### config.mk
export PLATFORM = sky130hd
export DESIGN_NAME = smac_ctrl
export DESIGN_NICKNAME = d
export VERILOG_FILES = /design/src/smac_pkg.sv /design/src/smac_ctrl.sv
export SDC_FILE = /design/constraint.sdc
export NUM_CORES = 1
export LEC_CHECK = 0
export ABC_AREA = 1
export BUFFER_PORTS_ARGS = -buffer_cell sky130_fd_sc_hd__buf_2
export CELL_PAD_IN_SITES_DETAIL_PLACEMENT = 1
export CELL_PAD_IN_SITES_GLOBAL_PLACEMENT = 1
export CORE_AREA = 3 3 40 42
export DETAILED_ROUTE_END_ITERATION = 10
export DIE_AREA = 0 0 43 45
export PLACE_DENSITY = 0.7
export SLEW_MARGIN = 20
export SYNTH_ARGS = -nofsm -noshare
export SYNTH_HDL_FRONTEND = slang
export SYNTH_SLANG_ARGS = --single-unit
### constraint.sdc
create_clock -name clk -period 1.97 [get_ports clk]
set_input_delay 0.2955 -clock clk [delete_from_list [all_inputs] [get_ports clk]]
set_output_delay 0.2955 -clock clk [all_outputs]
set_load 0.03 [all_outputs]
### src/smac_pkg.sv
// Shared types and constants for the shadow memory access checker.
// Depends on nothing; used by all modules under src.
`default_nettype none
package smac_pkg;
  localparam int SHADOW_ENTRIES = 65536;
  localparam int SHADOW_AW      = $clog2(SHADOW_ENTRIES);

  localparam logic [1:0] KIND_CHECK    = 2'd0;
  localparam logic [1:0] KIND_MARK     = 2'd1;
  localparam logic [1:0] KIND_FILL     = 2'd2;
  localparam logic [1:0] KIND_UNPOISON = 2'd3;

  localparam logic [2:0] CFG_ENABLE      = 3'd0;
  localparam logic [2:0] CFG_REGION_BASE = 3'd1;
  localparam logic [2:0] CFG_WR_OFFSET   = 3'd2;
  localparam logic [2:0] CFG_REGION_SIZE = 3'd3;
  localparam logic [2:0] CFG_SHADOW_BASE = 3'd4;

  localparam logic [7:0] CLASS_ILLEGAL = 8'hFF;

  typedef struct packed {
    logic clr;
    logic load;
    logic prep;
    logic step;
    logic eval;
    logic emit;
  } cmd_t;

  typedef struct packed {
    logic clr_last;
    logic work_done;
    logic is_check;
    logic out_busy;
  } status_t;
endpackage
`default_nettype wire

### src/smac_ctrl.sv
// Controller state machine: clearing pass, request intake, granule walk, result hand-off.
// Depends on smac_pkg; commands smac_datapath.
`default_nettype none
module smac_ctrl (
  input  wire                clk,
  input  wire                rst_n,
  input  wire                in_tvalid,
  output logic               in_tready,
  input  smac_pkg::status_t  st,
  output smac_pkg::cmd_t     cmd
);
  localparam logic [2:0] ST_CLR  = 3'd0;
  localparam logic [2:0] ST_IDLE = 3'd1;
  localparam logic [2:0] ST_PREP = 3'd2;
  localparam logic [2:0] ST_STEP = 3'd3;
  localparam logic [2:0] ST_CHK  = 3'd4;
  localparam logic [2:0] ST_FIN  = 3'd5;

  logic [2:0] state_r, state_nxt;

  always_comb begin
    state_nxt = state_r;
    cmd       = '0;
    in_tready = 1'b0;
    case (state_r)
      ST_CLR: begin
        cmd.clr = 1'b1;
        if (st.clr_last) begin
          state_nxt = ST_IDLE;
        end
      end
      ST_IDLE: begin
        in_tready = 1'b1;
        if (in_tvalid) begin
          cmd.load  = 1'b1;
          state_nxt = ST_PREP;
        end
      end
      ST_PREP: begin
        cmd.prep  = 1'b1;
        state_nxt = ST_STEP;
      end
      ST_STEP: begin
        if (st.work_done) begin
          state_nxt = ST_FIN;
        end else begin
          cmd.step = 1'b1;
          if (st.is_check) begin
            state_nxt = ST_CHK;
          end
        end
      end
      ST_CHK: begin
        cmd.eval  = 1'b1;
        state_nxt = ST_STEP;
      end
      ST_FIN: begin
        if (!st.out_busy) begin
          cmd.emit  = 1'b1;
          state_nxt = ST_IDLE;
        end
      end
      default: state_nxt = ST_CLR;
    endcase
  end

  always_ff @(posedge clk) begin
    if (!rst_n) begin
      state_r <= ST_CLR;
    end else begin
      state_r <= state_nxt;
    end
  end
endmodule
`default_nettype wire

# Yosys cells after proc, flatten, opt, wreduce, memory -nomap -nowiden
# Index checks and enable logic that the tools add are counted.
dict set report word_totals {
  regBits 3
}
dict set report classes {
  eq_ne 9
  mux 16
  reduce_logical 3
}
# op count
set op_table {}
lappend op_table {{3-bit two-way mux} 5}
lappend op_table {{3-bit one-hot mux with 5 select lines} 1}
lappend op_table {{1-bit two-way mux} 10}
lappend op_table {{3-bit by 2-bit == test with 1-bit output, second input constant} 2}
lappend op_table {{3-bit == test, second input constant} 2}
lappend op_table {{2-bit != test, second input constant} 3}
lappend op_table {{4-bit AND reduction} 1}
lappend op_table {{3-bit by 1-bit == test with 1-bit output, second input constant} 1}
lappend op_table {{3-bit logical NOT} 1}
lappend op_table {{3-bit != test, second input constant} 1}
lappend op_table {{2-bit OR reduction} 1}

# Logic depth before layout (Yosys ltp)
# Gate-level depths: netlist of the first run.
dict set report logic_depth {
  word_depth 3
  mapped_depth 9
  ltp_nobuf 8
}

# Least setup slack after synthesis of the first run
# OpenSTA, ideal clock, no wires.
dict set report synth_timing {
  path_kind {register to output}
  startpoint {register state_r[2]}
  endpoint {output cmd[0] in the netlist's numbering}
  arrival_time_ps 1467
  setup_slack_ps 207
  stages_incl_launch_ff 4
  n_path_buf 1
  path_cell_list {dfxtp_1 buf_6 inv_1 nor4_1}
}
# element line
set synth_lines {}
lappend synth_lines {{start, declared} smac_ctrl.sv:19} ;# logic [2:0] state_r, state_nxt;
lappend synth_lines {{start signal, assigned} smac_ctrl.sv:71} ;# state_r <= state_nxt;
lappend synth_lines {{end, declared} smac_ctrl.sv:10} ;# output smac_pkg::cmd_t cmd

==> results of run 1 <==
## where the power goes
group | leakage (nW) | switching, mW | internal [mW] | total [mW]
Combinational | 0.178 | 0.255 | 0.120 | 0.375
Sequential | 0.0249 | 0.0581 | 0.0856 | 0.144
Clock | 0.0150 | 0.0366 | 0.0762 | 0.113
Total | 0.218 | 0.350 | 0.282 | 0.632
## final cells by class
cell class | count | share of cell area, %
repair buffers | 13 | 17.28
clock buffers | 4 | 6.977
flip-flops and latches | 3 | 15.95
inverters | 8 | 7.973
multi-input cells | 33 | 46.84
well taps | 15 | 4.983
## critical path, cell delays in order, from the launching register on
cell and delay, ns:
dfxtp_1 0.57, inv_1 0.15, nor4_1 0.23, buf_2 0.24
## cell usage after synthesis
cell,number,area (um^2)
a21oi_1,3,15.01
nand2_2,2,12.51
nand3_1,2,10.01
nand4_1,1,6.260
buf_6,2,22.52
inv_1,7,26.28
nor3_2,1,10.01
nor3_1,1,5.000
nand3_2,1,10.01
nor4_1,2,12.51
nor2_4,2,22.52
nor2_2,2,12.51
inv_2,1,3.750
dfxtp_1,3,60.06
nor2_1,7,26.28
nand2_1,9,33.78
## path summary, 6_finish.rpt
path,startpoint,end,slack (ns),depth (start not counted)
max reg2reg,state_r[2]$_SDFFE_PN0P_,state_r[2]$_SDFFE_PN0P_,0.61,7
min,rst_n,state_r[0]$_SDFFE_PN0P_,0.31,3
min reg2reg,state_r[1]$_SDFFE_PN0P_,state_r[1]$_SDFFE_PN0P_,0.62,2
max,state_r[2]$_SDFFE_PN0P_,cmd[0],0.24,3
## metrics by stage
stage / cell area (um^2) / instances / util [%] / setup slack [ns] / hold WS [ns]
global route: 376.6 / 76 / 29.31 / 0.1053 / 0.3071
CTS: 376.6 / 76 / 29.31 / 0.2369 / 0.3014
finish: 376.6 / 76 / 29.31 / 0.2424 / 0.3056
floorplan: 289.0 / 46 / - / 0.2071 / 0.4159
detailed placement: 350.3 / 72 / 27.26 / 0.5078 / 0.5502
global placement: 350.3 / 72 / 27.26 / 0.5475 / 0.5467
## per-layer routing
metal	up-vias	GRT usage, %	part of all wire (%)
li1	173	-	-
met1	147	10.34	41
met5	-	0	0
met4	0	7.229	1.2
met2	8	13.77	52
met3	2	3.586	6.0
## layout by cell type (no fill, tap or decap), drive strengths merged
master	n
dfxtp	3
nor2	11
nand3	3
buf	13
nor4	2
clkbuf	4
nand2	11
nor3	2
inv	8
a21oi	3
nand4	1
## logic make-up (layout without fill, tap and decap cells)
family          Yosys count  after routing  synth area share, %
flops                     3              3                20.78
simple gates             30             30                55.84
compound gates            3              3                5.193
buf+inv                  10             25                18.18
==> flow_summary.ini, run 1 <==
[run]
max_cap_viol_count = 0

[grt]
grt_overflow_total = 0
grt_pass1_vias = 315
grt_pass1_wl_mm = 1.269
grt.total_usage_pct = 9.151
grt_antenna_before_repair = 0
grt_max_degree = 11

[cells_and_area]
diodes = 0
reg_top3 = state_r x3
fillCellCount = 169
seq_area_um2 = 60.06
regMostFlops = state_r
nets = 69
drive_gt1_share_pct = 40.98
multi_input_area_um2 = 176.4
largest_reg_flops = 3
area_delta_synth_final_pct = 30.30

[die]
fp.dieH_um = 45
start_util_pct = 22.49
die_area_mm2 = 0.001935
core_mm2 = 0.001285
ios = 14
die_width_um = 43
num_rows = 13

[logic_synthesis]
syn_area_per_cell_um2 = 6.283
synth_cell_types = 16
synth_fp_nets = 53
yosys_register_bits = 3
netlist_instances = 46
synth_warnings = 0
yosysSeqAreaShare_pct = 20.78
synth_area_um2 = 289.0

[timing]
tightest_slew_ns = 0.4237
max_slew_margin_pct = 71.72
fin_setup_tns_ns = 0
fin_crit_sh_pct = 87.70
fin_crit_ns = 1.728
skew_ns = 0.005443
slew_viol_final = 0
hold_violations = 0
max_freq_mhz = 578.8
setup_viol = 0
rsz0062_at_grt = false

[run_status]
outcome = finished clean

[clocking]
numCtsBuffers = 3
cts-root-buf = clkbuf_4
hold_buffers = 0
cts.path.max_buffers = 2
path_clk_slew_ns = 0.04
cts_setup_buffers = 0
cts_tree = done
insertion_delay_ns = 0.24
htree_levels = 1
cts_sinks = 3
cts_resized = 0

[critical_path]
cp-start-kind = register
crit_arrival_ns = 1.43
crit_path_end_kind = primary output
crit_required_ns = 1.67
cp_max_fo = 10
crit_type = register to primary output

[placement]
dp_hpwl_um = 598.7
io_buffers = 13
routabilityCongestion = 0.6396

[detailed_routing]
wl_per_cell_um = 9.908
drt_wl_total_um = 753
viasPerCell = 4.342
drcViolationCount = 0
dr.pass1.iters = 2
drt_iter0_markers = 1
vias = 330
drtAntennaViolNets = 0

[power]
total_leakage_power_nw = 0.2184
p_per_area_mw_per_mm2 = 1678
p_total_mw = 0.6318
ir_worst_vdd_mv = 0.8130

[min_path]
hp-class = primary input to register
(Power assumes the default switching activity.)
==> run 2, diff against run 1 <==
- ABC_AREA: 1 -> not set
- PLACE_DENSITY: 0.7 -> 0.61
==> run 2 against run 1 <==
Worst setup slack improved by 0.20 ns. Final cell count fell by 24%. Area after synthesis fell by 26%. Die area did not move. Hold slack improved by 0.014 ns. Sequential share of layout area rose by 3.1 points. Largest power group is now clock. Total power fell by 61%. Flip-flop and latch count did not move.
==> flow_summary.ini, run 2 <==
[run_status]
outcome = finished clean

[grt]
grt_overflow_total = 0
grt_pass1_vias = 258
grt_max_degree = 14
grt_pass1_wl_mm = 1.021
grt_antenna_before_repair = 0
grt.total_usage_pct = 7.398

[timing]
setup_viol = 0
whs_ns = 0.3197
fin_crit_ns = 1.530
max_slew_margin_pct = 77.25
skew_ns = 0.0005896
slew_viol_final = 0
fin_setup_tns_ns = 0
fin_ws_ns = 0.4397
fin_crit_sh_pct = 77.68
hold_violations = 0
tightest_slew_ns = 0.3409
rsz0062_at_grt = false
max_freq_mhz = 653.5

[detailed_routing]
drt_wl_total_um = 568
wl_per_cell_um = 9.793
vias = 245
drcViolationCount = 0
drtAntennaViolNets = 0
drt_iter0_markers = 4
dr.pass1.iters = 4
viasPerCell = 4.224

[clocking]
insertion_delay_ns = 0.23
cts_sinks = 3
htree_levels = 1
cts_resized = 0
cts-root-buf = clkbuf_4
hold_buffers = 0
cts_tree = done
cts.path.max_buffers = 2
path_clk_slew_ns = 0.04
numCtsBuffers = 3
cts_setup_buffers = 0

[placement]
routabilityCongestion = 0.7200
placed_area_um2 = 289.0
place_ws_ns = 0.6588
placed_cells = 54
dp_hpwl_um = 438.5
io_buffers = 13

[die]
die_width_um = 43
die_area_mm2 = 0.001935
core_mm2 = 0.001285
ios = 14
start_util_pct = 16.75
fp.dieH_um = 45
num_rows = 13

[cells_and_area]
final_cell_mix = 13 x buf_2, 3 x nor2_1, 3 x nand2_1, 3 x clkbuf_4, 3 x dfxtp_1
largest_reg_flops = 3
final_common_cell = buf_2
final_area_um2 = 315.3
fin_cells = 58
drive_gt1_share_pct = 41.86
fin_util_pct = 24.54
reg_top3 = state_r x3
regMostFlops = state_r
diodes = 0
area_delta_synth_final_pct = 46.51
nets = 51

[power]
power.internal_mw = 0.1671
switching_power_mw = 0.08085
total_leakage_power_nw = 0.1596
p_per_area_mw_per_mm2 = 786.3
ir_worst_vdd_mv = 0.2897
seqPwrFrac_pct = 31.3
p_total_mw = 0.2479
netSwitchingFraction_pct = 32.61
pwr-share-comb_pct = 26.3
pwr-share-clk_pct = 42.4

[logic_synthesis]
synth_edf_count = 0
yosysSeqAreaShare_pct = 27.91
synth_fp_nets = 35
async_flop_share_pct = 0
yosysTopAreaCellShare_pct = 27.91
synth_cell_types = 17
netlist_instances = 28
synth_area_um2 = 215.2
synthFlopType = dfxtp_1
syn_area_per_cell_um2 = 7.686
yosys.area.top_type = dfxtp_1
synth_warnings = 0
post_synth_main_area_contributors = dfxtp_1 28%, a221oi_2 7.0%, nor3b_1 7.0%, and3_1 5.8%, and4bb_2 5.8%
yosys_register_bits = 3
synth_commonest_cells = 3 x dfxtp_1, 3 x nand2_1, 3 x nor2_1

[critical_path]
cp-start-kind = register
cp_max_fo = 9
crit_arrival_ns = 1.23
path_buf_inv = 1
cp_top_family = flip-flops
crit_path_end_kind = primary output
cp_slowest_cell = dfxtp_1
crit_type = register to primary output
path_cells = nand2b_1 -> nor3b_1 -> buf_2
crit_required_ns = 1.67
max_stage_delay_ns = 0.47

[min_path]
hp-class = primary input to register

[run]
max_cap_viol_count = 0
run 2: cell types whose count changed in the layout (fill, tap and decap cells not counted), moves of 3 or more:
cell,delta
a21oi_1,-3
inv_1,-5
nand2_1,-6
nor2_1,-4
run 2: worst register-to-register path, delay by kind of cell, from the launching register on:
kind,cells,cell delay (ns)
compound gates,2,0.45
flops,1,0.51
run 2: per-layer routing:
layer / vias up / wire [um] / part of all wire (%) / GRT usage, %
met4: 0 / 0 / 0 / 9.036
met3: 0 / 53 / 9.3 / 1.992
met5: - / 0 / 0 / 0
met2: 9 / 249 / 44 / 9.281
met1: 106 / 265 / 47 / 9.113
li1: 130 / - / - / -
run 2: cells by family after synthesis:
group,synth area share [%]
buffers and inverters,8.141
AO/OA/AOI/OAI,23.25
flip-flops,27.91
AND/OR/NAND/NOR,40.70
run 2: cell type report:
class / instances / area [um^2]
tap: 15 / 18.77
inverter: 2 / 7.507
timing repair buffer: 13 / 65.06
clock buffer: 4 / 26.28
sequential: 3 / 60.06
multi-input combinational: 21 / 137.6
fill: 164 / 969.7
run 2: power groups by stage:
stage          clock [mW]  combinational [mW]  sequential, mW
2_1_floorplan           0              0.0558          0.0692
3_3_place_gp            0              0.0661          0.0785
3_5_place_dp            0              0.0660          0.0789
4_1_cts             0.113              0.0663          0.0778
5_1_grt             0.115              0.0719          0.0794
6_report            0.105              0.0651          0.0777
run 2: final timing paths:
kind | cells past startpoint | endpoint | slack [ns] | start
min | 3 | state_r[0]$_SDFFE_PN0P_ | 0.32 | rst_n
max | 3 | cmd[2] | 0.44 | state_r[1]$_SDFFE_PN0P_
max reg2reg | 2 | state_r[0]$_SDFFE_PN0P_ | 0.92 | state_r[0]$_SDFFE_PN0P_
min reg2reg | 1 | state_r[0]$_SDFFE_PN0P_ | 0.62 | state_r[1]$_SDFFE_PN0P_
==> run 3, diff against run 2 <==
- PLACE_DENSITY: 0.61 -> 0.62
- clock period: 1.97 -> 1.26 ns (I/O delays scaled with it)
==> run 3 against run 2 <==
The run now ends with setup timing left. Sequential power rose by 62%. Global-route usage rose by 0.51 points. Wire length rose by 20%. Die area did not move. Critical endpoint unchanged.
==> flow_summary.ini, run 3 (synthesized netlist as in run 2, its figures left out) <==
[clocking]
hold_buffers = 0
cts_tree = done
cts_sinks = 3
numCtsBuffers = 3
cts.path.max_buffers = 2
path_clk_slew_ns = 0.04
htree_levels = 1
insertion_delay_ns = 0.23
cts-root-buf = clkbuf_4

[cells_and_area]
nets = 55
fin_util_pct = 33.79
largest_reg_flops = 3
reg_top3 = state_r x3
diodes = 0
fin_cells = 62
drive_gt1_share_pct = 65.96
seq_area_um2 = 71.32
multi_input_area_um2 = 178.9
final_cell_mix = 6 x buf_2, 6 x buf_4, 5 x buf_6
regMostFlops = state_r
fillCellCount = 156
final_area_um2 = 434.2
area_delta_synth_final_pct = 101.7

[grt]
use_met3_pct = 3.984
grt_max_degree = 12
grt_use_met1_pct = 9.375
grt.total_usage_pct = 7.903
grt_antenna_before_repair = 0
grt_pass1_vias = 265
grt_pass1_wl_mm = 1.090
grt_most_used_layer = met2
grt_overflow_total = 0
use_met2_pct = 11.08

[power]
p_per_area_mw_per_mm2 = 1038
total_leakage_power_nw = 0.1936
p_total_mw = 0.4506
ir_worst_vdd_mv = 0.4551

[run_status]
violations = setup timing
outcome = finished, violations left

[detailed_routing]
drtAntennaViolNets = 0
viasPerCell = 4.452
dr.pass1.iters = 4
drt_wl_total_um = 682
vias = 276
drt_iter0_markers = 6
wl_per_cell_um = 11.00
drcViolationCount = 0

[timing]
rsz0062_at_grt = true
tightest_slew_ns = 0.2203
fin_ws_ns = -0.005628
skew_ns = 0.005905
slew_viol_final = 0
max_slew_margin_pct = 85.16
hold_violations = 0
setup_viol = 1
whs_ns = 0.1936
fin_setup_tns_ns = -0.005628
max_freq_mhz = 790.1
fin_crit_sh_pct = 100.4
fin_crit_ns = 1.266

[placement]
placed_cells = 56
place_ws_ns = 0.09205
io_buffers = 13
routabilityCongestion = 0.6541
placed_area_um2 = 319.1

[critical_path]
crit_type = register to primary output
crit_required_ns = 1.07
cp-start-kind = register
cp_max_fo = 8
crit_path_end_kind = primary output
crit_arrival_ns = 1.08

[die]
start_util_pct = 16.75
ios = 14
die_width_um = 43
die_area_mm2 = 0.001935
core_mm2 = 0.001285
num_rows = 13
fp.dieH_um = 45

[run]
max_cap_viol_count = 0

[min_path]
hp-class = primary input to register
## run 3: cell types whose count changed in the layout (fill, tap and decap cells not counted), moves of 2 or more
cell and change:
buf_2 -7, buf_4 +6, buf_6 +5, dfxtp_1 -3, dfxtp_4 +3, nor3b_1 -2
## run 3: critical path, cell delays in order, from the launching register on
cell and delay (ns):
dfxtp_4 0.37, nand2b_4 0.15, nor3b_2 0.15, buf_4 0.17
## run 3: final timing paths
check	endpoint	cells after the start	start	slack (ns)
hold reg to reg	state_r[0]$_SDFFE_PN0P_	1	state_r[1]$_SDFFE_PN0P_	0.50
setup / recovery	cmd[2]	3	state_r[2]$_SDFFE_PN0P_	-0.006
setup reg to reg	state_r[2]$_SDFFE_PN0P_	4	state_r[2]$_SDFFE_PN0P_	0.26
hold / removal	state_r[0]$_SDFFE_PN0P_	3	rst_n	0.19
## run 3: routing by layer
layer  vias up  wire [um]
met4         0          0
met1       127        314
met5         -          0
met2        11        308
met3         0         59
li1        138          -
## run 3: layout make-up
cell class	instances	area share [%]
Timing Repair Buffer	17	30.26
Clock buffer	4	6.052
Multi-Input combinational cell	21	41.21
Sequential cell	3	16.43
Tap cell	15	4.323
Inverter	2	1.729
## run 3: report_power, final
group / total, mW / internal [mW] / switching (mW)
logic: 0.155 / 0.0798 / 0.0753
clock network: 0.169 / 0.119 / 0.0506
registers: 0.126 / 0.103 / 0.0233
total: 0.451 / 0.301 / 0.149
## run 3: what timing repair did
action | CTS | global route
setup buffers | 1 | 1
pin swaps | 2 | 1
resized for setup | 15 | 10
gates cloned | 0 | 0
endpoints found under the setup margin | 7 | 7
